[src/rtl/core/hcbp_pkg.sv]
package hcbp_pkg;

  localparam int CODE_W   = 32;               // code word width
  localparam int LEN_W    = 6;                // code length field width
  localparam int BYTE_W   = 8;
  localparam int PEND_W   = 7;                // bits that can wait for a byte
  localparam int CNT_W    = 3;                // 0..7 waiting bits
  localparam int SYM_W    = 8;
  localparam int ACC_W    = PEND_W + CODE_W;  // pending bits plus one code
  localparam int STREAM_W = ACC_W + 1;        // whole bytes, left aligned
  localparam int NB_W     = 3;                // up to four bytes per code
  localparam int ENTRY_W  = CODE_W + LEN_W;   // table entry {code, len}

  typedef enum logic [1:0] {
    CMD_LOAD   = 2'd0,
    CMD_ENCODE = 2'd1,
    CMD_FLUSH  = 2'd2
  } cmd_t;

  typedef enum logic [1:0] {
    ST_IDLE,
    ST_READ,
    ST_EMIT
  } state_t;

  // controller -> datapath
  typedef struct packed {
    logic ram_we;      // write table entry
    logic ram_re;      // look up table entry
    logic pack;        // merge looked-up code with pending bits
    logic flush_load;  // pad pending bits into one byte
    logic shift;       // current byte transferred, move to next
  } dp_ctrl_t;

  // datapath -> controller
  typedef struct packed {
    logic in_range;    // symbol indexes the table
    logic pend_nz;     // pending bits waiting
    logic has_bytes;   // pack yields at least one byte
    logic last_byte;   // byte on the output is the final one
  } dp_stat_t;

endpackage

[src/rtl/core/hcbp_ctrl.sv]
module hcbp_ctrl import hcbp_pkg::*; (
  input  logic       clk,
  input  logic       rst,
  input  logic       in_valid,
  output logic       in_stall,
  input  logic [1:0] cmd,
  output logic       out_valid,
  input  logic       out_stall,
  input  dp_stat_t   stat,
  output dp_ctrl_t   ctl
);

  state_t state, state_next;
  logic   accept;

  assign accept    = in_valid && (state == ST_IDLE);
  assign in_stall  = (state != ST_IDLE);
  assign out_valid = (state == ST_EMIT);

  always_ff @(posedge clk) begin
    if (rst) begin
      state <= ST_IDLE;
    end else begin
      state <= state_next;
    end
  end

  // next state
  always_comb begin
    state_next = state;
    unique case (state)
      ST_IDLE: begin
        if (accept) begin
          unique case (cmd_t'(cmd))
            CMD_ENCODE: if (stat.in_range) state_next = ST_READ;
            CMD_FLUSH:  if (stat.pend_nz) state_next = ST_EMIT;
            default:    state_next = ST_IDLE;
          endcase
        end
      end
      ST_READ: begin
        state_next = stat.has_bytes ? ST_EMIT : ST_IDLE;
      end
      ST_EMIT: begin
        if (!out_stall && stat.last_byte) state_next = ST_IDLE;
      end
      default: state_next = ST_IDLE;
    endcase
  end

  // commands
  always_comb begin
    ctl = '0;
    unique case (state)
      ST_IDLE: begin
        if (accept) begin
          unique case (cmd_t'(cmd))
            CMD_LOAD:   ctl.ram_we     = stat.in_range;
            CMD_ENCODE: ctl.ram_re     = stat.in_range;
            CMD_FLUSH:  ctl.flush_load = stat.pend_nz;
            default:    ctl = '0;
          endcase
        end
      end
      ST_READ: ctl.pack  = 1'b1;
      ST_EMIT: ctl.shift = !out_stall;
      default: ctl = '0;
    endcase
  end

endmodule

[config.mk]
export PLATFORM = sky130hd
export DESIGN_NAME = hcbp_ctrl
export DESIGN_NICKNAME = d
export VERILOG_FILES = /design/src/rtl/core/hcbp_pkg.sv /design/src/rtl/core/hcbp_ctrl.sv
export SDC_FILE = /design/constraint.sdc
export NUM_CORES = 1
export LEC_CHECK = 0
export BUFFER_PORTS_ARGS = -buffer_cell sky130_fd_sc_hd__buf_2
export CORE_AREA = 2 2 39 41
export DETAILED_ROUTE_END_ITERATION = 12
export DIE_AREA = 0 0 41 43
export GPL_TIMING_DRIVEN = 0
export SLEW_MARGIN = 20
export SYNTH_ARGS = -nofsm -noshare
export SYNTH_HDL_FRONTEND = slang
export SYNTH_SLANG_ARGS = --single-unit
[constraint.sdc]
create_clock -name clk -period 0.8 [get_ports clk]
set_input_delay 0 -clock clk [delete_from_list [all_inputs] [get_ports clk]]
set_output_delay 0 -clock clk [all_outputs]
set_load 0.01 [all_outputs]
; ---- After elaboration in Yosys (flattened, before gate mapping)
; Cells that the tools add are included.
[totals]
register_bits = 2
input_bits = 10
out_inout_bits = 7
elab_cells = 31
[op_classes]
eq_ne = 8
mux = 15
reduce_logical = 7
[op_table]
columns = operator, n
row1 = two-way mux 2 bit, 6
row2 = "!= test 3 bit, second input constant", 2
row3 = case mux 2 bit (3 select lines), 1
row4 = two-way mux 5 bit, 1
row5 = "equality test 2 x 1 -> 1 bit, second input constant", 2
row6 = "equality test 2 bit, second input constant", 2
row7 = logical NOT 2 bit, 2
row8 = two-way mux 1 bit, 4
row9 = case mux 1 bit (2 select lines), 2
row10 = case mux 2 bit (2 select lines), 1
row11 = AND reduction 4 bit, 1
row12 = logical AND 1 bit, 2
row13 = "!= test 2 x 1 -> 1 bit, second input constant", 1
row14 = "!= test 2 bit, second input constant", 1
row15 = nonzero test 2 bit, 1
row16 = logical NOT 1 bit, 1

; ---- Logic depth before layout (Yosys ltp)
; Gate-level depths: netlist of run 1.
[depth]
ltp_word = 4
ltp_mapped = 4
depth_no_buf = 4

; ---- Worst setup path after synthesis of run 1
; OpenSTA, ideal clock, no wires.
[synth_path]
path_kind = reg2reg
start = reg state[1]
end = reg state[1]
setup_time_ps = 120
arrival_ps = 757
t_required_ps = 680
path_slack_ps = -77
stages_incl_launch_ff = 5
path_buffers = 0
synth_period_minus_slack_ps = 877
path_cell_list = dfxtp_1 -> nor3_2 -> nand3b_1 -> nand4_1 -> o31ai_1
[synth_between]
elab_chain_cells = 4
elab_cells_between_ends = 10
cone_classes = eq/ne: 6 / mux: 1 / reduce/logical: 3
[synth_rtl]
columns = item, line
row1 = "start, declared", hcbp_ctrl.sv:13  ; state_t state, state_next;
row2 = "start signal, assigned", hcbp_ctrl.sv:24  ; state <= state_next;
row3 = logical NOT 2 bit, "hcbp_ctrl.sv:16, hcbp_ctrl.sv:31"
row4 = logical AND 1 bit, hcbp_ctrl.sv:16  ; assign accept = in_valid && (state == ST_IDLE);
row5 = != test 2 bit (no line), n/a
row6 = AND reduction 4 bit (no line), n/a
; Several ways; a longest one is shown, not always the timed one.
; A chain may end at the register's enable or synchronous reset.

==> results.ini, run 1 <==
[cts]
tritoncts=done
clock_sinks=2
clkTransAtPathRegs_ns=0.03
numCtsBuffers=3
cts_root_buf=clkbuf_4
ctsLongestPathBuffers=2
insertion_delay_ns=0.22
htree_levels=1

[timing]
setup_ws_ns=-0.349
final.setup.tns_ns=-2.29
grt_setup_unrepaired=true
tightest_slew_ns=0.205
skew_ns=0.000831
finalMaxSlewViolations=0
hold_viol=0
fmax_ghz=0.871
min_period_ns=1.15
setup_viol=9
maxSlewHeadroom=0.862
period_share=1.44
hold_ws_ns=0.0944

[setup_path]
r2r_slack_ns=-0.30
r2r_cells=5
critPathLaunchType=flip-flop
regToRegStartpoint=state[1]
cp_data_arrival_time_ns=1.15
crit_family=simple AND/OR/NAND/NOR gates
end_kind=output port
cp_num_buf_inv=1
required_ns=0.80
cp_max_fo=3
cp_slowest_cell=dfxtp_4
regToRegEndpoint=state[1]
cp_cell_sequence=nor3_4 -> nand3_4 -> nor2_2 -> buf_2
path_class=reg2out
critPathMaxStageDelay_ns=0.35

[die]
rows=14
start_util=0.122
core_area_sq_um=1380
die_h_um=43
die_w_um=41
fp.dieArea_sq_um=1760
ios=17

[synthesis]
synthTopCellsByArea=dfxtp_1 24%, nor3_2 12%, nor2_1 11%
netlist_instances=25
synth_top_area_frac=0.237
synth_nets=35
avgSynthCellArea_sq_um=6.76
synth_top_area_cell=dfxtp_1
ys_seq_area_frac=0.237
synth_area_sq_um=169
yosysUniqueCellTypes=12
ys_seq_elements=2
yosysWarnings=0

[final_layout]
fin_area_sq_um=403
largest_registers=state (2)
layout.cells.non_filler=66
final_core_util=0.291
antenna_cells=0
layout-drive-gt1-share=0.740
layout.nets=62
regMostFlops=state
area_growth_pct=139
largest_reg_flops=2

[run]
cap_violations=0

[place]
dp.cells=57
hpwl_um=451
placed_cell_area_sq_um=295
place.gp.congestion=0.636
io_buffers=16

[min_path]
worstHoldStart=cmd[0]
hold_end=state[0]
holdCritPathClass=in2reg
hold_path_depth=3

[routing]
firstDrtPassIters=2
drt_wl_total_um=611
dr.first_iter.drc_count=3
drc_errors=0
ant_nets=0
vias=276
wl_per_cell_um=9.26
vias_per_cell=4.18

[global_routing]
grt_remaining_overflow=0
grt_first_pass_wirelength_um=945
grt_max_degree=7
antenna_found_initial=0
groute.usage.overall=0.0862
first_global_vias=273

[power_and_ir_drop]
ir_drop_mv=0.422
leakagePower_uw=0.000192
power_density_nw_per_um2=1100

[status]
violations=negative setup slack
status=finished, violations left

timing repair:
item | CTS | global route
buffers inserted | 4 | 1
pin swaps | 4 | 4
endpoints found under the setup margin | 9 | 9
cloned | 0 | 0
hold buffers | 1 | 0
endpoints found under the hold margin | 2 | 0
resized for setup | 9 | 1
power breakdown:
| group | internal [uW] | switching [uW] |
|---|---|---|
| sequential | 101 | 3.95 |
| combinational | 61.9 | 57.1 |
| clock | 165 | 52.4 |
per-layer routing:
layer,global-route usage,vias to the layer above,share of wire
met5,0,-,0
met4,0.0600,0,0
met3,0.0628,0,0.082
met2,0.134,10,0.56
met1,0.0703,128,0.36
li1,-,138,-
cells in the final DEF, fill, tap and decap left out, types with 2 or more instances in the layout:
master / Yosys / final
buf_2: 0 / 14
buf_4: 0 / 5
inv_1: 4 / 3
nor3_2: 2 / 3
clkbuf_4: 0 / 3
nor2_2: 0 / 2
nor2_1: 5 / 2
nand3b_1: 2 / 2
nand2_1: 3 / 2
buf_6: 0 / 2
kinds of logic (layout without fill, tap and decap cells):
logic type | after synthesis | count (layout) | share of synthesized area
compound gates | 3 | 3 | 0.163
buf+inv | 4 | 29 | 0.0889
flops | 2 | 2 | 0.237
simple gates | 16 | 16 | 0.511
synth_stat cells:
library cell and n:
nor2_1 5, inv_1 4, nand2_1 3, dfxtp_1 2, nand3b_1 2, nor3_1 2
nor3_2 2, nand3_1 1, nand4_1 1, o21ai_0 1, o221ai_2 1, o31ai_1 1
worst max-delay path by stage:
stage                        start  endpoint  slack [ns]  cells past startpoint
after floorplan           state[1]  state[1]       -0.06                      4
after global placement    state[0]    ctl[4]       -0.14                      4
after detailed placement  state[1]  state[1]       -0.19                      4
after CTS                 state[1]    ctl[3]       -0.37                      4
after global routing      state[1]    ctl[3]       -0.41                      4
final                     state[1]    ctl[3]       -0.35                      4
worst register-to-register path, stage by stage (launching register included):
cell and delay (ns):
dfxtp_4 0.35, buf_4 0.14, buf_4 0.14, nand2_1 0.07
o221ai_2 0.10, o31ai_1 0.21
per-stage QoR:
stage	worst slack [ns]	total power [uW]
after detailed placement	-0.186	194
after global placement	-0.136	193
final	-0.349	441
after CTS	-0.366	450
after floorplan	-0.0623	149
after global routing	-0.406	491
layout make-up:
cell class,instances,area (sq um)
Sequential cell,2,45.0
Fill cell,169,981
Multi-Input combinational cell,19,158
Timing Repair Buffer,22,140
Clock buffer,3,22.5
Tap cell,16,20.0
Inverter,4,17.5
Power figures use the tool's default switching activity.
==> run 2, diff against run 1 <==
--- a/config.mk
+++ b/config.mk
@@ -10,6 +10,7 @@
 export DETAILED_ROUTE_END_ITERATION = 12
 export DIE_AREA = 0 0 41 43
 export GPL_TIMING_DRIVEN = 0
+export SETUP_SLACK_MARGIN = 0.5
 export SLEW_MARGIN = 20
 export SYNTH_ARGS = -nofsm -noshare
 export SYNTH_HDL_FRONTEND = slang
==> results.ini, run 2 (synthesis gave the netlist of run 1 again) <==
[routing]
firstDrtPassIters=2  ; unchanged
wl_per_cell_um=10.0  ; +8.0%
drt_wl_total_um=670  ; +9.7%
ant_nets=0  ; unchanged
vias_per_cell=4.10  ; -1.8%
vias=275  ; -0.36%
dr.first_iter.drc_count=3  ; unchanged
drc_errors=0  ; unchanged

[die]
die_h_um=43  ; unchanged
ios=17  ; unchanged
rows=14  ; unchanged
core_area_sq_um=1380  ; unchanged
die_w_um=41  ; unchanged
fp.dieArea_sq_um=1760  ; unchanged
start_util=0.122  ; unchanged

[setup_path]
end_kind=output port
crit_end=ctl[4]
path_class=reg2out
worstSetupStartpoint=state[0]
required_ns=0.80  ; about the same
cp_max_fo=4  ; +1
cp_data_arrival_time_ns=1.12  ; -0.03 ns
r2r_cells=5  ; unchanged
regToRegStartpoint=state[0]
regToRegEndpoint=state[0]
r2r_slack_ns=-0.28  ; +0.02 ns
critPathLaunchType=flip-flop

[final_layout]
seq_area_sq_um=47.5  ; +5.6%
n_fill_cell=155  ; -8.3%
final_cell_mix=15 x buf_2, 5 x buf_4, 3 x nor2_2, 3 x clkbuf_4, 3 x buf_6
layout.nets=63  ; +1.6%
area_growth_pct=146
antenna_cells=0  ; unchanged
mostFrequentLayoutCell=buf_2
multi_input_area_sq_um=156  ; -0.79%
largest_reg_flops=2  ; unchanged
largest_registers=state (2)
regMostFlops=state
fin_area_sq_um=415  ; +3.1%
layout.cells.non_filler=67  ; +1.5%
layout-drive-gt1-share=0.784  ; +0.0443

[run]
cap_violations=0  ; unchanged

[cts]
cts_root_buf=clkbuf_4
htree_levels=1  ; unchanged
tritoncts=done
insertion_delay_ns=0.23  ; about the same
clock_sinks=2  ; unchanged
clkTransAtPathRegs_ns=0.03  ; about the same
numCtsBuffers=3  ; unchanged
ctsLongestPathBuffers=2  ; unchanged

[global_routing]
grt_max_degree=5  ; -2
antenna_found_initial=0  ; unchanged
groute.usage.overall=0.103  ; +0.0172
grt_remaining_overflow=0  ; unchanged
first_global_vias=267  ; -2.2%
grt_first_pass_wirelength_um=1160  ; +23%

[timing]
skew_ns=0.00134  ; +0.000508 ns
setup_viol=9  ; unchanged
tightest_slew_ns=0.172  ; -0.0333 ns
maxSlewHeadroom=0.885  ; +0.0224
setup_ws_ns=-0.319  ; +0.0294 ns
finalMaxSlewViolations=0  ; unchanged
min_period_ns=1.12  ; -0.0294 ns
hold_viol=2  ; +2
hold_ws_ns=-0.0329  ; -0.127 ns
fmax_ghz=0.894  ; +2.6%
final.setup.tns_ns=-1.97  ; +0.322 ns
grt_setup_unrepaired=true
period_share=1.40  ; -0.0367

[status]
violations=negative hold slack, negative setup slack
status=finished, violations left

[power_and_ir_drop]
leakagePower_uw=0.000202  ; +5.0%
ir_drop_mv=0.581  ; +38%
power_density_nw_per_um2=1060  ; -2.8%

[place]
placed_cell_area_sq_um=288  ; -2.5%
io_buffers=16  ; unchanged
dp.cells=57  ; unchanged
place.gp.congestion=0.767  ; +21%
pre_cts_ws_ns=-0.119  ; +0.0670 ns
hpwl_um=448  ; -0.58%

[min_path]
holdCritPathClass=in2reg

[run 2: layout make-up]
type                            count  share of cell area
Sequential cell                     2               0.114
Timing Repair Buffer               23               0.352
Multi-Input combinational cell     19               0.377
Inverter                            4              0.0542
Tap cell                           16              0.0482
Clock buffer                        3              0.0542
[run 2: where the power goes]
group	switching [uW]	total, uW	internal, uW
Sequential	5.42	103	98.0
Clock	60.4	226	166
Combinational	54.7	113	58.2
[run 2: layer usage]
metal	share of wire	routed length (um)	track usage	vias to the layer above
met5	0	0	0	-
met3	0.064	43	0.0471	0
li1	-	-	-	139
met2	0.56	374	0.141	12
met4	0	0	0.0800	0
met1	0.38	252	0.119	124
[run 2: worst min path at each step]
stage                     slack (ns)  cells past startpoint      start        to
after global placement          0.20                      2        rst  state[0]
final                          -0.03                      2        rst  state[0]
after global routing           -0.04                      2        rst  state[0]
after CTS                      -0.04                      2        rst  state[0]
after floorplan                 0.05                      1  out_stall    ctl[0]
after detailed placement        0.21                      2        rst  state[0]
[run 2: critical path, cell delays in order, from the launching register on]
cell,delay (ns)
dfxtp_4,0.35
nor3_4,0.20
nand3_2,0.12
nor2_1,0.09
buf_2,0.13
[run 2: what timing repair did]
action,CTS,global route
endpoints found under the setup margin,9,9
pin swaps,4,0
endpoints found under the hold margin,2,2
setup buffers,7,0
resized for setup,14,1
[run 2: per-stage QoR]
step / util / total power, uW
after global placement: 0.208 / 191
after detailed placement: 0.208 / 192
after floorplan: - / 150
after CTS: 0.298 / 454
after global routing: 0.300 / 486
final: 0.300 / 442
